<file path="config.mk">
export PLATFORM = sky130hd
export DESIGN_NAME = fixed_pattern_stream_replace_flat
export DESIGN_NICKNAME = d
export VERILOG_FILES = /design/src/rtl/core/fpsr_pkg.sv /design/src/rtl/core/fpsr_ifs.sv /design/src/rtl/core/fpsr_csr.sv /design/src/rtl/core/fpsr_front.sv /design/src/rtl/core/fpsr_back.sv /design/src/rtl/core/fixed_pattern_stream_replace.sv /design/src/flat_wrapper.sv
export VERILOG_INCLUDE_DIRS = /design/src /design/src/rtl/core
export SDC_FILE = /design/constraint.sdc
export NUM_CORES = 1
export LEC_CHECK = 0
export BUFFER_PORTS_ARGS = -buffer_cell sky130_fd_sc_hd__buf_2
export CORE_MARGIN = 8
export CORE_UTILIZATION = 60
export CTS_CLUSTER_DIAMETER = 40
export DETAILED_ROUTE_END_ITERATION = 16
export PLACE_DENSITY_LB_ADDON = 0.2
export SLEW_MARGIN = 20
export SYNTH_ARGS = -nofsm -noshare
export SYNTH_HDL_FRONTEND = slang
export SYNTH_HIERARCHICAL = 1
export SYNTH_SLANG_ARGS = --single-unit
</file>
<file path="constraint.sdc">
create_clock -name clock -period 5.2 [get_ports clock]
set_clock_uncertainty 0.2 [all_clocks]
set_input_delay 0.26 -clock clock [delete_from_list [all_inputs] [get_ports clock]]
set_output_delay 0.26 -clock clock [all_outputs]
set_load 0.005 [all_outputs]
</file>
<file path="src/rtl/core/assert_macros.svh">
// ----------------------------------------------------------------------------
// Assertion macros
// Shared concurrent assertion forms for the RTL of this block.
// ----------------------------------------------------------------------------
`ifndef ASSERT_MACROS_SVH
`define ASSERT_MACROS_SVH

// The consequent must hold in the same cycle as the antecedent.
`define ASSERT_SAME_CYCLE(label, clk, rst, ante, cons, msg) \
   label: assert property (@(posedge clk) disable iff (rst) (ante) |-> (cons)) else $error(msg);

// The consequent must hold in the cycle after the antecedent.
`define ASSERT_NEXT_CYCLE(label, clk, rst, ante, cons, msg) \
   label: assert property (@(posedge clk) disable iff (rst) (ante) |=> (cons)) else $error(msg);

`endif

</file>
<file path="src/rtl/core/fpsr_pkg.sv">
// ----------------------------------------------------------------------------
// fpsr_pkg
// Types and constants shared by the pattern replace stream block.
// ----------------------------------------------------------------------------
package fpsr_pkg;

   localparam int unsigned WINDOW_BYTES = 11;
   localparam int unsigned WIN_BITS     = 8 * WINDOW_BYTES;
   localparam int unsigned FILL_W       = $clog2(WINDOW_BYTES + 1);
   localparam int unsigned FIRST_BITS   = 64;
   localparam int unsigned LAST_BITS    = WIN_BITS - FIRST_BITS;

   localparam int unsigned CSR_ADDR_W   = 4;
   localparam int unsigned CSR_DATA_W   = 64;
   localparam int unsigned REG_SEL_BIT  = 3;

   localparam int unsigned QUEUE_DEPTH_DEFAULT = 4;

   // Replacement text, first character in the most significant byte.
   localparam logic [WIN_BITS-1:0] REPLACE_TEXT = "AUTORUN SYS";

   typedef logic [WIN_BITS-1:0] pattern_type;

   typedef enum logic {
      REG_PATTERN_FIRST = 1'b0,
      REG_PATTERN_LAST  = 1'b1
   } reg_index_type;

   typedef enum logic {
      FRONT_STREAM,
      FRONT_FLUSH
   } front_state_type;

   typedef struct packed {
      logic [7:0] out_byte;
      logic       out_last;
      logic       replaced_any;
   } q_entry_type;

   typedef struct packed {
      logic        valid;
      q_entry_type entry;
   } q_push_type;

endpackage

</file>
<file path="src/rtl/core/fpsr_ifs.sv">
// ----------------------------------------------------------------------------
// fpsr stream interfaces
// Valid/ready channels for image bytes in and processed bytes out.
// ----------------------------------------------------------------------------
interface fpsr_req_if;
   logic       valid;
   logic       ready;
   logic [7:0] data_byte;
   logic       end_of_image;

   modport source (output valid, output data_byte, output end_of_image, input ready);
   modport sink   (input valid, input data_byte, input end_of_image, output ready);
endinterface

interface fpsr_rsp_if;
   logic       valid;
   logic       ready;
   logic [7:0] out_byte;
   logic       out_last;
   logic       replaced_any;

   modport source (output valid, output out_byte, output out_last, output replaced_any,
                   input ready);
   modport sink   (input valid, input out_byte, input out_last, input replaced_any,
                   output ready);
endinterface

</file>
<file path="src/rtl/core/fpsr_csr.sv">
// ----------------------------------------------------------------------------
// fpsr_csr
// APB-style register file holding the 11-byte search pattern.
// ----------------------------------------------------------------------------
module fpsr_csr (
   input  logic                                 clock,
   input  logic                                 reset,
   input  logic                                 psel,
   input  logic                                 penable,
   input  logic                                 pwrite,
   input  logic [fpsr_pkg::CSR_ADDR_W-1:0]      paddr,
   input  logic [fpsr_pkg::CSR_DATA_W-1:0]      pwdata,
   output logic [fpsr_pkg::CSR_DATA_W-1:0]      prdata,
   output logic                                 pready,
   output fpsr_pkg::pattern_type                pattern
);
   import fpsr_pkg::*;

   logic [FIRST_BITS-1:0] first_ff, first_in;
   logic [LAST_BITS-1:0]  last_ff, last_in;
   logic                  wr_en;
   reg_index_type         sel;

   assign pready  = 1'b1;
   assign wr_en   = psel & penable & pwrite;
   assign sel     = reg_index_type'(paddr[REG_SEL_BIT]);
   assign pattern = {first_ff, last_ff};

   always_comb begin
      first_in = first_ff;
      last_in  = last_ff;
      prdata   = '0;
      unique case (sel)
         REG_PATTERN_FIRST: begin
            prdata = first_ff;
            if (wr_en) begin
               first_in = pwdata[FIRST_BITS-1:0];
            end
         end
         REG_PATTERN_LAST: begin
            prdata = {{(CSR_DATA_W-LAST_BITS){1'b0}}, last_ff};
            if (wr_en) begin
               last_in = pwdata[LAST_BITS-1:0];
            end
         end
         default: begin
            prdata = '0;
         end
      endcase
   end

   always_ff @(posedge clock) begin
      if (reset) begin
         first_ff <= '0;
         last_ff  <= '0;
      end else begin
         first_ff <= first_in;
         last_ff  <= last_in;
      end
   end

endmodule

</file>
<file path="src/rtl/core/fpsr_front.sv">
// ----------------------------------------------------------------------------
// fpsr_front
// Accepts image bytes, keeps the 11-byte window, detects and replaces
// pattern matches and pushes outgoing bytes into the queue.
// ----------------------------------------------------------------------------
module fpsr_front (
   input  logic                  clock,
   input  logic                  reset,
   fpsr_req_if.sink              req_chan,
   input  fpsr_pkg::pattern_type pattern,
   input  logic                  q_full,
   output fpsr_pkg::q_push_type  q_push
);
   import fpsr_pkg::*;

   front_state_type   state_ff, state_in;
   logic [7:0]        win_ff [WINDOW_BYTES];
   logic [7:0]        win_in [WINDOW_BYTES];
   logic [FILL_W-1:0] fill_ff, fill_in;
   logic [FILL_W-1:0] skip_ff, skip_in;
   logic              seen_ff, seen_in;

   logic              accept;
   logic              flush_step;
   logic              was_full;
   logic              hit;
   logic [FILL_W-1:0] skip_dec;
   logic [FILL_W-1:0] fill_after;
   logic [7:0]        appended [WINDOW_BYTES];
   logic [7:0]        shifted  [WINDOW_BYTES];
   pattern_type       appended_flat;

   assign accept = req_chan.valid & req_chan.ready;

   // Next state.
   always_comb begin
      state_in = state_ff;
      unique case (state_ff)
         FRONT_STREAM: begin
            if (accept && req_chan.end_of_image) begin
               state_in = FRONT_FLUSH;
            end
         end
         FRONT_FLUSH: begin
            if (flush_step && fill_ff == FILL_W'(1)) begin
               state_in = FRONT_STREAM;
            end
         end
         default: begin
            state_in = FRONT_STREAM;
         end
      endcase
   end

   // State outputs.
   always_comb begin
      req_chan.ready = 1'b0;
      flush_step     = 1'b0;
      unique case (state_ff)
         FRONT_STREAM: req_chan.ready = !q_full;
         FRONT_FLUSH:  flush_step     = !q_full;
         default:      req_chan.ready = 1'b0;
      endcase
   end

   // Window after appending the new byte, and after dropping the oldest.
   always_comb begin
      was_full   = (fill_ff == FILL_W'(WINDOW_BYTES));
      skip_dec   = (skip_ff != '0) ? skip_ff - FILL_W'(1) : skip_ff;
      fill_after = was_full ? FILL_W'(WINDOW_BYTES) : fill_ff + FILL_W'(1);
      for (int i = 0; i < WINDOW_BYTES - 1; i++) begin
         shifted[i]  = win_ff[i+1];
         appended[i] = was_full ? win_ff[i+1]
                     : ((fill_ff == FILL_W'(i)) ? req_chan.data_byte : win_ff[i]);
      end
      shifted[WINDOW_BYTES-1]  = win_ff[WINDOW_BYTES-1];
      appended[WINDOW_BYTES-1] = (was_full || fill_ff == FILL_W'(WINDOW_BYTES-1))
                               ? req_chan.data_byte : win_ff[WINDOW_BYTES-1];
      for (int i = 0; i < WINDOW_BYTES; i++) begin
         appended_flat[WIN_BITS-1-8*i -: 8] = appended[i];
      end
      // Only a full window outside the tail of an earlier replacement can match.
      hit = (fill_after == FILL_W'(WINDOW_BYTES)) && (skip_dec == '0)
            && (appended_flat == pattern);
   end

   // Datapath updates and queue pushes.
   always_comb begin
      win_in  = win_ff;
      fill_in = fill_ff;
      skip_in = skip_ff;
      seen_in = seen_ff;
      q_push  = '0;
      if (accept) begin
         fill_in = fill_after;
         if (hit) begin
            for (int i = 0; i < WINDOW_BYTES; i++) begin
               win_in[i] = REPLACE_TEXT[WIN_BITS-1-8*i -: 8];
            end
            skip_in = FILL_W'(WINDOW_BYTES);
            seen_in = 1'b1;
         end else begin
            win_in  = appended;
            skip_in = skip_dec;
         end
         q_push.valid              = was_full;
         q_push.entry.out_byte     = win_ff[0];
         q_push.entry.out_last     = 1'b0;
         q_push.entry.replaced_any = seen_ff | hit;
      end else if (flush_step) begin
         win_in                    = shifted;
         fill_in                   = fill_ff - FILL_W'(1);
         q_push.valid              = 1'b1;
         q_push.entry.out_byte     = win_ff[0];
         q_push.entry.out_last     = (fill_ff == FILL_W'(1));
         q_push.entry.replaced_any = seen_ff;
         if (fill_ff == FILL_W'(1)) begin
            skip_in = '0;
            seen_in = 1'b0;
         end
      end
   end

   always_ff @(posedge clock) begin
      if (reset) begin
         state_ff <= FRONT_STREAM;
         fill_ff  <= '0;
         skip_ff  <= '0;
         seen_ff  <= 1'b0;
      end else begin
         state_ff <= state_in;
         fill_ff  <= fill_in;
         skip_ff  <= skip_in;
         seen_ff  <= seen_in;
      end
   end

   always_ff @(posedge clock) begin
      win_ff <= win_in;
   end

endmodule

</file>
<file path="src/rtl/core/fpsr_back.sv">
// ----------------------------------------------------------------------------
// fpsr_back
// Byte queue behind the window logic and the registered output stage
// that drives the result channel.
// ----------------------------------------------------------------------------
module fpsr_back #(
   parameter int unsigned QUEUE_DEPTH = fpsr_pkg::QUEUE_DEPTH_DEFAULT
) (
   input  logic                 clock,
   input  logic                 reset,
   input  fpsr_pkg::q_push_type q_push,
   output logic                 q_full,
   fpsr_rsp_if.source           rsp_chan
);
   import fpsr_pkg::*;

   localparam int unsigned PTR_W = (QUEUE_DEPTH > 1) ? $clog2(QUEUE_DEPTH) : 1;
   localparam int unsigned CNT_W = $clog2(QUEUE_DEPTH + 1);

   q_entry_type      slot_ff [QUEUE_DEPTH];
   logic [PTR_W-1:0] wr_ptr_ff, wr_ptr_in;
   logic [PTR_W-1:0] rd_ptr_ff, rd_ptr_in;
   logic [CNT_W-1:0] count_ff, count_in;
   logic             rsp_valid_ff, rsp_valid_in;
   q_entry_type      rsp_entry_ff;
   logic             pop;

   assign q_full = (count_ff == CNT_W'(QUEUE_DEPTH));
   // With a byte queued, the output register reloads when empty or being taken.
   assign pop    = (count_ff != '0) && (!rsp_valid_ff || rsp_chan.ready);

   always_comb begin
      wr_ptr_in = wr_ptr_ff;
      rd_ptr_in = rd_ptr_ff;
      if (q_push.valid) begin
         wr_ptr_in = (wr_ptr_ff == PTR_W'(QUEUE_DEPTH - 1)) ? '0 : wr_ptr_ff + PTR_W'(1);
      end
      if (pop) begin
         rd_ptr_in = (rd_ptr_ff == PTR_W'(QUEUE_DEPTH - 1)) ? '0 : rd_ptr_ff + PTR_W'(1);
      end
      count_in     = count_ff + CNT_W'(q_push.valid) - CNT_W'(pop);
      rsp_valid_in = pop ? 1'b1 : (rsp_valid_ff && !rsp_chan.ready);
   end

   always_ff @(posedge clock) begin
      if (reset) begin
         wr_ptr_ff    <= '0;
         rd_ptr_ff    <= '0;
         count_ff     <= '0;
         rsp_valid_ff <= 1'b0;
      end else begin
         wr_ptr_ff    <= wr_ptr_in;
         rd_ptr_ff    <= rd_ptr_in;
         count_ff     <= count_in;
         rsp_valid_ff <= rsp_valid_in;
      end
   end

   always_ff @(posedge clock) begin
      if (q_push.valid) begin
         slot_ff[wr_ptr_ff] <= q_push.entry;
      end
      if (pop) begin
         rsp_entry_ff <= slot_ff[rd_ptr_ff];
      end
   end

   assign rsp_chan.valid        = rsp_valid_ff;
   assign rsp_chan.out_byte     = rsp_entry_ff.out_byte;
   assign rsp_chan.out_last     = rsp_entry_ff.out_last;
   assign rsp_chan.replaced_any = rsp_entry_ff.replaced_any;

endmodule

</file>
<file path="src/rtl/core/fixed_pattern_stream_replace.sv">
// ----------------------------------------------------------------------------
// fixed_pattern_stream_replace
// Streams image bytes through an 11-byte window and replaces every
// non-overlapping occurrence of the configured pattern with "AUTORUN SYS".
// ----------------------------------------------------------------------------
// Usage: image bytes enter on req_chan (data_byte, end_of_image) and leave on
// rsp_chan (out_byte, out_last, replaced_any). The pattern is written over
// the APB port: register 0 at byte address 0 holds pattern bytes 1..8, the
// first byte in the top bits; register 1 at byte address 8 holds bytes 9..11.
// Write the pattern only while no image is in flight.
// Throughput: one byte per cycle while the stream runs and the queue is not
// full; the first 11 bytes of an image only fill the window. A byte pushed
// out of the full window is written into the queue when the byte that
// displaced it is accepted, and reaches rsp_chan through the output register.
// The byte marked end_of_image starts a flush of the window, one byte per
// cycle while the queue is not full, and req_chan.ready stays low until the
// last window byte has entered the output queue.
// When rsp_chan stalls, the output register holds its byte and the queue
// fills; once it is full req_chan.ready drops. Reset empties the window and
// the queue and clears the pattern registers.
// ----------------------------------------------------------------------------
`include "assert_macros.svh"

module fixed_pattern_stream_replace #(
   parameter int unsigned QUEUE_DEPTH = fpsr_pkg::QUEUE_DEPTH_DEFAULT
) (
   input  logic                            clock,
   input  logic                            reset,
   fpsr_req_if.sink                        req_chan,
   fpsr_rsp_if.source                      rsp_chan,
   input  logic                            psel,
   input  logic                            penable,
   input  logic                            pwrite,
   input  logic [fpsr_pkg::CSR_ADDR_W-1:0] paddr,
   input  logic [fpsr_pkg::CSR_DATA_W-1:0] pwdata,
   output logic [fpsr_pkg::CSR_DATA_W-1:0] prdata,
   output logic                            pready
);
   import fpsr_pkg::*;

   pattern_type pattern;
   q_push_type  q_push;
   logic        q_full;
   logic        in_take;
   logic        last_take;

   fpsr_csr u_csr (
      .clock   (clock),
      .reset   (reset),
      .psel    (psel),
      .penable (penable),
      .pwrite  (pwrite),
      .paddr   (paddr),
      .pwdata  (pwdata),
      .prdata  (prdata),
      .pready  (pready),
      .pattern (pattern)
   );

   fpsr_front u_front (
      .clock    (clock),
      .reset    (reset),
      .req_chan (req_chan),
      .pattern  (pattern),
      .q_full   (q_full),
      .q_push   (q_push)
   );

   fpsr_back #(
      .QUEUE_DEPTH (QUEUE_DEPTH)
   ) u_back (
      .clock    (clock),
      .reset    (reset),
      .q_push   (q_push),
      .q_full   (q_full),
      .rsp_chan (rsp_chan)
   );

   assign in_take   = req_chan.valid & req_chan.ready;
   assign last_take = in_take & req_chan.end_of_image;

   `ASSERT_SAME_CYCLE(a_no_push_when_full, clock, reset, q_push.valid, !q_full, "queue overflow")
   `ASSERT_SAME_CYCLE(a_accept_needs_space, clock, reset, in_take, !q_full, "accept while full")
   `ASSERT_NEXT_CYCLE(a_flush_blocks_input, clock, reset, last_take, !req_chan.ready, "in flush")

endmodule
</file>
<file path="src/flat_wrapper.sv">
// flat-port wrapper written by rule: the top's interface ports become plain ports
module fixed_pattern_stream_replace_flat import fpsr_pkg::*;
#(
   parameter int unsigned QUEUE_DEPTH = fpsr_pkg::QUEUE_DEPTH_DEFAULT
)
  (clock, reset, psel, penable, pwrite, paddr, pwdata, prdata, pready, req_chan_valid, req_chan_data_byte, req_chan_end_of_image, req_chan_ready, rsp_chan_valid, rsp_chan_out_byte, rsp_chan_out_last, rsp_chan_replaced_any, rsp_chan_ready);
  fpsr_req_if req_chan_i ();
  fpsr_rsp_if rsp_chan_i ();
  input  logic clock;
  input  logic reset;
  input  logic psel;
  input  logic penable;
  input  logic pwrite;
  input  logic [fpsr_pkg::CSR_ADDR_W-1:0] paddr;
  input  logic [fpsr_pkg::CSR_DATA_W-1:0] pwdata;
  output logic [fpsr_pkg::CSR_DATA_W-1:0] prdata;
  output logic pready;
  input wire logic [$bits(req_chan_i.valid)-1:0] req_chan_valid;
  input wire logic [$bits(req_chan_i.data_byte)-1:0] req_chan_data_byte;
  input wire logic [$bits(req_chan_i.end_of_image)-1:0] req_chan_end_of_image;
  output wire logic [$bits(req_chan_i.ready)-1:0] req_chan_ready;
  output wire logic [$bits(rsp_chan_i.valid)-1:0] rsp_chan_valid;
  output wire logic [$bits(rsp_chan_i.out_byte)-1:0] rsp_chan_out_byte;
  output wire logic [$bits(rsp_chan_i.out_last)-1:0] rsp_chan_out_last;
  output wire logic [$bits(rsp_chan_i.replaced_any)-1:0] rsp_chan_replaced_any;
  input wire logic [$bits(rsp_chan_i.ready)-1:0] rsp_chan_ready;
  assign req_chan_i.valid = req_chan_valid;
  assign req_chan_i.data_byte = req_chan_data_byte;
  assign req_chan_i.end_of_image = req_chan_end_of_image;
  assign req_chan_ready = req_chan_i.ready;
  assign rsp_chan_valid = rsp_chan_i.valid;
  assign rsp_chan_out_byte = rsp_chan_i.out_byte;
  assign rsp_chan_out_last = rsp_chan_i.out_last;
  assign rsp_chan_replaced_any = rsp_chan_i.replaced_any;
  assign rsp_chan_i.ready = rsp_chan_ready;
  fixed_pattern_stream_replace #(.QUEUE_DEPTH(QUEUE_DEPTH)) u_core (.clock(clock), .reset(reset), .req_chan(req_chan_i), .rsp_chan(rsp_chan_i), .psel(psel), .penable(penable), .pwrite(pwrite), .paddr(paddr), .pwdata(pwdata), .prdata(prdata), .pready(pready));
endmodule
</file>
; ---- Word level (Yosys, flattened, before mapping)
; Memory sizes are Yosys's and may differ from the RTL's. A register that Yosys moved wholly into a read port is not among the register bits.
; Cells that the tools add are included.
[word_totals]
register_bits = 194
out_inout_bits = 77
rom_bits = 0
word_cells = 122
ram_bits = 40
latch_bits = 0
mem_count = 1
[memory_table]
columns = name, words, word_bits, read_ports, rd_clocked_by_memory_dff, write_ports, line
row1 = u_core.u_back.slot_ff, 4, 10, 1, 1, 1, fpsr_back.sv:20  ; q_entry_type slot_ff [QUEUE_DEPTH];
[classes]
multipliers = 0
n_div = 0
n_reduce_logical = 21
shift = 0
bitwise = 6
addsub = 7
order_cmp = 0
n_mux = 49
eq_ne = 17
[ops]
columns = operator, n
row1 = 2-to-1 mux 88 bit, 3
row2 = 2-to-1 mux 8 bit, 21
row3 = case mux 64 bit (2 select lines), 1
row4 = == test 88 bit, 1
row5 = 2-to-1 mux 4 bit, 8
row6 = 2-to-1 mux 11 bit, 2
row7 = == test 4 bit (second input constant), 5
row8 = == test 4 x 3 -> 1 bit (second input constant), 4
row9 = 2-to-1 mux 1 bit, 11
row10 = == test 4 x 2 -> 1 bit (second input constant), 2
row11 = logical NOT 4 bit, 2
row12 = subtractor 4 x 1 -> 4 bit (second input constant), 2
row13 = logical AND 1 bit, 6
row14 = AND reduction 2 bit, 3
row15 = adder 2 x 1 -> 2 bit (second input constant), 2
row16 = adder 4 x 1 -> 4 bit (second input constant), 1
row17 = == test 2 bit (second input constant), 2
row18 = == test 4 x 1 -> 1 bit (second input constant), 1
row19 = 2-to-1 mux 2 bit, 2
row20 = nonzero test 2 bit, 2
row21 = nonzero test 4 bit, 1
row22 = adder 3 x 1 -> 3 bit, 1
row23 = bitwise AND 1 bit, 3
row24 = == test 3 bit (second input constant), 1
row25 = other kinds (9), 13

; ---- Logic depth before layout (Yosys ltp)
[logic_depth]
ltp_word = 9
mapped_depth = 16
ltp_nobuf = 11

; ---- Modules after synthesis
; Netlist, hierarchy kept.
[modules_own_cells]
columns = mod, cells_each, seq_area_each_um2, n_inst, area_per_inst_um2
row1 = fpsr_front, 1068, 2842.7, 1, 9001.1
row2 = fpsr_csr, 429, 1761.7, 1, 4337.9
row3 = fpsr_back, 110, 1661.6, 1, 2210.9

; ---- Worst setup path after synthesis
; OpenSTA, ideal clock, no wires.
[synth_timing]
kind = reg-to-reg
start = register u_core.u_front.fill_ff[0]
end = register u_core.u_front.win_ff, in the netlist u_core/u_front/shifted[45] (data pin)
path_slack_ps = 1322
path_stages_with_launch = 15
arrival_ps = 3413
required_time_ps = 4735
synth_period_minus_slack_ps = 3878
setup_ps = 265
path_buffers = 3
path_cell_list = dfxtp_1 inv_1 ha_1 buf_2 clkbuf_1 nor3b_1 mux2_2 mux2i_1 xor2_1 nand4_1 nor4_1 nand4_2 buf_2 o211ai_1 o31ai_1
[synth_lines]
columns = element, line
row1 = start: declaration, fpsr_front.sv:19  ; logic [FILL_W-1:0] fill_ff, fill_in;
row2 = start signal: assignment, fpsr_front.sv:132  ; fill_ff <= fill_in;
row3 = end signal: assignment, fpsr_front.sv:139  ; win_ff <= win_in;
row4 = end: declaration, fpsr_front.sv:17  ; logic [7:0] win_ff [WINDOW_BYTES];

==> metrics.txt <==
dpl ws=0.435 ns; Nets=1898; synth warn=6; ys async rst share=0; Critical Path Source Type=flop; commonest non-fill, non-tap cell in the layout=nand2b_1; Die W=177 um; design area=18500 sq um; total wire length=53900 um; sequential area share after synthesis=0.403; clk slew on worst S/H paths=0.06 ns; fmax=0.206 GHz; TritonCTS clock tree=done; Slew Viols, Final=0; Finished Layout Cells=2165; Distinct cells, synth=97; Final TNS setup=0 ns; Post-CTS Setup Inserts=0; worst-skew pair later-pin latency=0.53 ns; vias=14.3k; core footprint=25800 sq um; Initial DRC Count=2083; worst hold path type=in -> reg; critical path type=reg -> reg; Final Hold Viols=0; Cell Area, Synth=15500 sq um; dpl hpwl=37200 um; Power Density=473 nW/um^2; Net Count, Synth=1705; FP Rows=59; root buffer cell=clkbuf_16; # placed instances=2029; Final WS setup=0.349 ns; Hold Slack=0.0242 ns; area leader, netlist=edfxtp_1; global-route wire length before repair=81100 um; synth top area cells=edfxtp_1 (27%), dfxtp_1 (14%), nand2b_1 (6.9%), mux2i_1 (6.8%), nand2_1 (2.6%); Inserted Clock Buffers=38; layout cell share with drive strength beyond 1=0.195; drt pass-1 iters=6; ys flop type=edfxtp_1; syn avg cell area=9.68 sq um; min cycle time layout=4.85 ns; Die Height=177 um; H-tree depth=2; WL per Instance=24.9 um; VDD IR-drop max=0.461 mV; Worst Setup End Kind=flop; worst-margin pin slew=1.26 ns; Post-Syn Instances=1607; DP Area=16600 sq um; clock buffer depth=3; vias per cell=6.61; Area Growth Syn to Fin=19.3%; clock sink count=244; top-area cell type share of the netlist area=0.266; Worst Path Arrival=4.90 ns; Crit Path Max Fanout=35; n_diodes=0; gr ovfl total=0; leakage=7.27 nW; Starting Density=0.604; DRC=0; io pins=161; RSZ-0062 raised after global routing=no; #FFs+latches synth=244; CP required=5.25 ns; Placer Congestion=1.06; outcome=finished clean; Tcrit/Tclk final=0.933; vias in the first global route=13.6k; antenna violations before repair=1; max cap viols=0; Post-DRT Antenna Nets=0; Slew HR=0.162; total power=8.77 mW; GRT Util Overall=0.333; Finished Core Util=0.720; most frequent cells in the layout=nand2b_1 (172), buf_2 (155), edfxtp_1 (138), mux2i_1 (106); Post-synth EDFFs=138; Setup violations, final=0; largest net degree at the start of global routing=113; Die ar.=31300 sq um; Port Buf Inserts=156
-- kinds of logic after synthesis --
group / after synthesis / share of synthesized area
and+or+nand+nor: 546 / 0.196
adders and majority gates: 14 / 0.0117
DFF: 244 / 0.403
muxes: 147 / 0.106
AOI/OAI and AO/OA: 405 / 0.188
other: 1 / 0.000241
buffers and inverters: 182 / 0.0568
xor gates and xnor gates: 68 / 0.0383
-- where the power goes --
part	switching, mW	internal (mW)	total, mW
clock	0.965	1.58	2.54
combinational	1.82	1.29	3.11
sequential	0.488	2.63	3.12
-- cells in the mapped netlist, drive strengths merged, types with 52 or more instances --
master  instances
nor2b          59
clkbuf         58
buf            71
nor2           84
dfxtp         106
nand2         106
inv            53
a21oi          52
nand2b        173
mux2i         106
edfxtp        138
o21ai          73
-- sequential cells by signal, indices dropped and copies added (netlist names), 2 cells and up --
name and flops:
u_core/u_front/shifted 80, u_core/u_csr/first_ff 64, u_core/u_back/slot_ff 40, u_core/u_csr/last_ff 24
u_core/u_back/rsp_chan.out_byte 8, u_core/u_front/win_ff 8, u_core/u_front/fill_ff 4, u_core/u_front/skip_ff 4
u_core/u_back/count_ff 3, u_core/u_back/rd_ptr_ff 2, u_core/u_back/wr_ptr_ff 2
-- final timing paths --
check | startpoint | endpoint | slack [ns] | cells past startpoint
setup reg to reg | u_core/u_front/fill_ff[3] | u_core/u_front/shifted[49] | 0.35 | 11
hold / removal | reset | u_core/u_front/state_ff | 0.02 | 2
setup / recovery | u_core/u_front/fill_ff[3] | u_core/u_front/shifted[49] | 0.35 | 11
hold reg to reg | u_core/u_csr/last_ff[18] | u_core/u_csr/last_ff[18] | 0.30 | 2
-- worst max-delay path: stages (launching register included) --
cell and delay, ns:
dfxtp_2 0.73, buf_4 0.50, and3b_1 0.41, buf_4 0.33
nand2_1 0.11, nand3_1 0.22, nand4_1 0.21, or4_1 0.52
or4_4 0.60, buf_4 0.21, nor2_4 0.38, o22ai_1 0.14
-- timing repair --
item                                    in CTS  in global routing
resized for setup                            0                  1
endpoints found under the hold margin       92                  0
endpoints found under the setup margin       0                  1
hold buffers                                66                  0
-- area by class of cell --
| type | instances | area [sq um] |
|---|---|---|
| Multi-Input combinational cell | 1181 | 8440 |
| Fill cell | 1850 | 7220 |
| Sequential cell | 244 | 6270 |
| Timing Repair Buffer | 282 | 1940 |
| Clock buffer | 50 | 1110 |
| Tap cell | 335 | 419 |
| Inverter | 53 | 200 |
| Clock inverter | 20 | 168 |
-- layer usage --
metal,vias up,share of wire,track usage
li1,6315,-,-
met1,6735,0.38,0.437
met2,1052,0.43,0.497
met3,206,0.13,0.0954
met4,0,0.056,0.168
met5,-,0,0
(Power assumes the default switching activity.)
